--- src/rtl/gmps_pkg.sv ---
`timescale 1ns / 1ps
package gmps_pkg;

  localparam int MAX_ROWS   = 64;
  localparam int MAX_COLS   = 64;
  localparam int VALUE_BITS = 16;

  localparam int RB     = $clog2(MAX_ROWS);
  localparam int CB     = $clog2(MAX_COLS);
  localparam int AW     = RB + CB;
  localparam int DEPTH  = 2 ** AW;
  localparam int NR_W   = $clog2(MAX_ROWS + 1);
  localparam int NC_W   = $clog2(MAX_COLS + 1);
  localparam int TW     = VALUE_BITS + $clog2(MAX_ROWS + MAX_COLS);
  localparam int SW     = TW + 2;
  localparam int OUT_W  = 25;
  localparam int REG_W  = 7;
  localparam int IDX_W  = 1;

  localparam logic [IDX_W-1:0] REG_ROWS = 1'b0;
  localparam logic [IDX_W-1:0] REG_COLS = 1'b1;

  typedef enum logic [1:0] {
    PASS_TL,
    PASS_TR,
    PASS_BL,
    PASS_BR
  } pass_e;

endpackage

--- src/rtl/gmps_cell.sv ---
`timescale 1ns / 1ps
module gmps_cell (
  input  logic                    clk_i,
  input  logic                    shift_i,
  input  logic                    entry_i,
  input  logic [gmps_pkg::TW-1:0] new_i,
  input  logic [gmps_pkg::TW-1:0] next_i,
  output logic [gmps_pkg::TW-1:0] val_o
);

  logic [gmps_pkg::TW-1:0] val_q, val_d;

  always_comb begin
    val_d = val_q;
    if (shift_i) begin
      val_d = entry_i ? new_i : next_i;
    end
  end

  always_ff @(posedge clk_i) begin
    val_q <= val_d;
  end

  assign val_o = val_q;

endmodule

--- config.mk ---
export PLATFORM = sky130hd
export DESIGN_NAME = gmps_cell
export DESIGN_NICKNAME = d
export VERILOG_FILES = /design/src/rtl/gmps_pkg.sv /design/src/rtl/gmps_cell.sv
export SDC_FILE = /design/constraint.sdc
export NUM_CORES = 1
export LEC_CHECK = 0
export BUFFER_PORTS_ARGS = -buffer_cell sky130_fd_sc_hd__buf_4
export CORE_MARGIN = 2
export CORE_UTILIZATION = 30
export CTS_CLUSTER_SIZE = 25
export DETAILED_ROUTE_END_ITERATION = 16
export GPL_ROUTABILITY_DRIVEN = 0
export PLACE_DENSITY_LB_ADDON = 0.12
export SYNTH_ARGS = -nofsm -noshare
export SYNTH_HDL_FRONTEND = slang
export SYNTH_SLANG_ARGS = --single-unit
--- constraint.sdc ---
create_clock -name clk_i -period 2.1 [get_ports clk_i]
set_input_delay 0.105 -clock clk_i [delete_from_list [all_inputs] [get_ports clk_i]]
set_output_delay 0.105 -clock clk_i [all_outputs]
set_load 0.02 [all_outputs]
==> results.cfg <==
[clock_tree]
post-cts-setup-buffer-count = 0
cts_hold_buf = 0
cts_sinks = 23
htreeDepth = 1
clk_pin_slew_worst_paths_ns = 0.12
clockBufferDepth = 2
ctsResizeCount = 0
root_buffer = clkbuf_4
cts_tree = built
cts_buffers = 3

[grt]
grt_overflow = 0
antenna_found_initial = 0
grtUsageTotal = 0.1128
grt_pass1_vias = 687
grt_max_degree = 24
grt_pass1_wl_um = 3015

[die]
dieHeight_um = 60.93
row_count = 20
start_util = 0.3159
core_area_um2 = 3078
die_w_um = 60.93
io_pins = 72
fp.dieArea_um2 = 3712

[setup_path]
cp.arrival_ns = 0.87
crit_buf_inv = 1
path_cells = buf_4
cp.required_ns = 2.00
crit_type = reg2out
crit_family = flip-flops
cp-end-kind = output pin
slowest_stage = edfxtp_1
slowest_delay_ns = 0.41
worstPathMaxFanout = 1
start_kind = register

[layout]
stdcell_area_um2 = 1564
multi_input_area_um2 = 259.0
drive_gt1_frac = 0.8017
n_antenna_cell = 0
final_cell_mix = buf_4, mux2_2, edfxtp_1
synthToLayoutAreaGrowth_pct = 60.88
nets = 171
fillers = 270
final_common_cell = buf_4
seqCellArea_um2 = 690.7
largest_register_ffs = 23

[synthesis]
ys_ff_latch = 23
syn_area_um2 = 972.2
synth_cell_types = 3
synth_xor_area_frac = 0
yosys.area_share.simple = 0
synth_warnings = 0
synth_top_family_by_area = multiplexers
syn_area_per_cell_um2 = 20.25
synth_nets = 97
ys_seq_area_frac = 0.7104
synth_fa_ha_area_frac = 0
synth-compound-area-share = 0
synthCells = 48
synth_mux_area_frac = 0.2664

[timing]
maxSlewHeadroom = 0.8063
period_share = 0.4652
slew_viol_final = 0
setup_viol = 0
rsz0062_at_grt = false
hold_violations = 0
worst_pin_slew_ns = 0.2905
min_period_ns = 0.9769
setup_ws_ns = 1.123
setup_tns_ns = 0
fmax_ghz = 1.024

[detailed_routing]
drt_wl_total_um = 2035
highest_layer = met3
postRouteAntennaNets = 0
drcViolationCount = 0
dr_wl_met2_um = 1147
wl_met1_um = 690
vias_per_cell = 4.248
met3_length_um = 197
first_iter_violations = 15
dr.pass1.iters = 4
dr_total_vias = 701
wire_per_inst_um = 12.33

[placed_design]
place_ws_ns = 1.067
portBuffers = 71
place_area_um2 = 1538

[power]
vdd_drop_max_uv = 421.0
power_density_nw_per_um2 = 635.8
p_leak_nw = 0.6714

[min_path]
worstHoldPathType = in2reg

[job]
cap_violations = 0

[outcome]
outcome = finished clean
[where the power goes]
part	total [mW]	internal (mW)	switching, mW
clock	0.192	0.0738	0.118
sequential	0.565	0.554	0.0111
combinational	0.237	0.135	0.102
total	0.994	0.763	0.231
[cells by family (layout without fill, tap and decap cells)]
group,count (synthesis),after routing
DFF,23,23
buffers and inverters,2,75
muxes,23,23
[final cells by class]
cell class / count / area share
tap: 44 / 0.03520
timing repair buffer: 71 / 0.3408
sequential: 23 / 0.4416
clock buffer: 4 / 0.01680
multi-input combinational: 23 / 0.1656
[per-layer routing]
metal | global-route usage | vias to the layer above
met5 | 0 | -
met1 | 0.1150 | 327
li1 | - | 334
met3 | 0.04691 | 0
met4 | 0.009317 | 0
met2 | 0.2212 | 40
[per-stage QoR]
stage	power (mW)	hold slack, ns	instances	util
floorplan	0.6767	0.2175	48	-
global placement	0.8141	0.4102	161	0.4996
detailed placement	0.8169	0.4108	161	0.4996
CTS	1.011	0.08962	165	0.5081
global route	1.043	0.07951	165	0.5081
finish	0.9944	0.1020	165	0.5081
[cell usage after synthesis]
cell	number	area (um^2)
mux2_2	23	259.0
edfxtp_1	23	690.7
buf_6	2	22.52
[final timing paths]
check	end	depth (start not counted)	start
worst max-delay path	val_o[7]	1	val_o[7]$_DFFE_PP_
worst min-delay path	val_o[17]$_DFFE_PP_	2	next_i[17]
No activity file was read; power rests on OpenSTA's default activity.
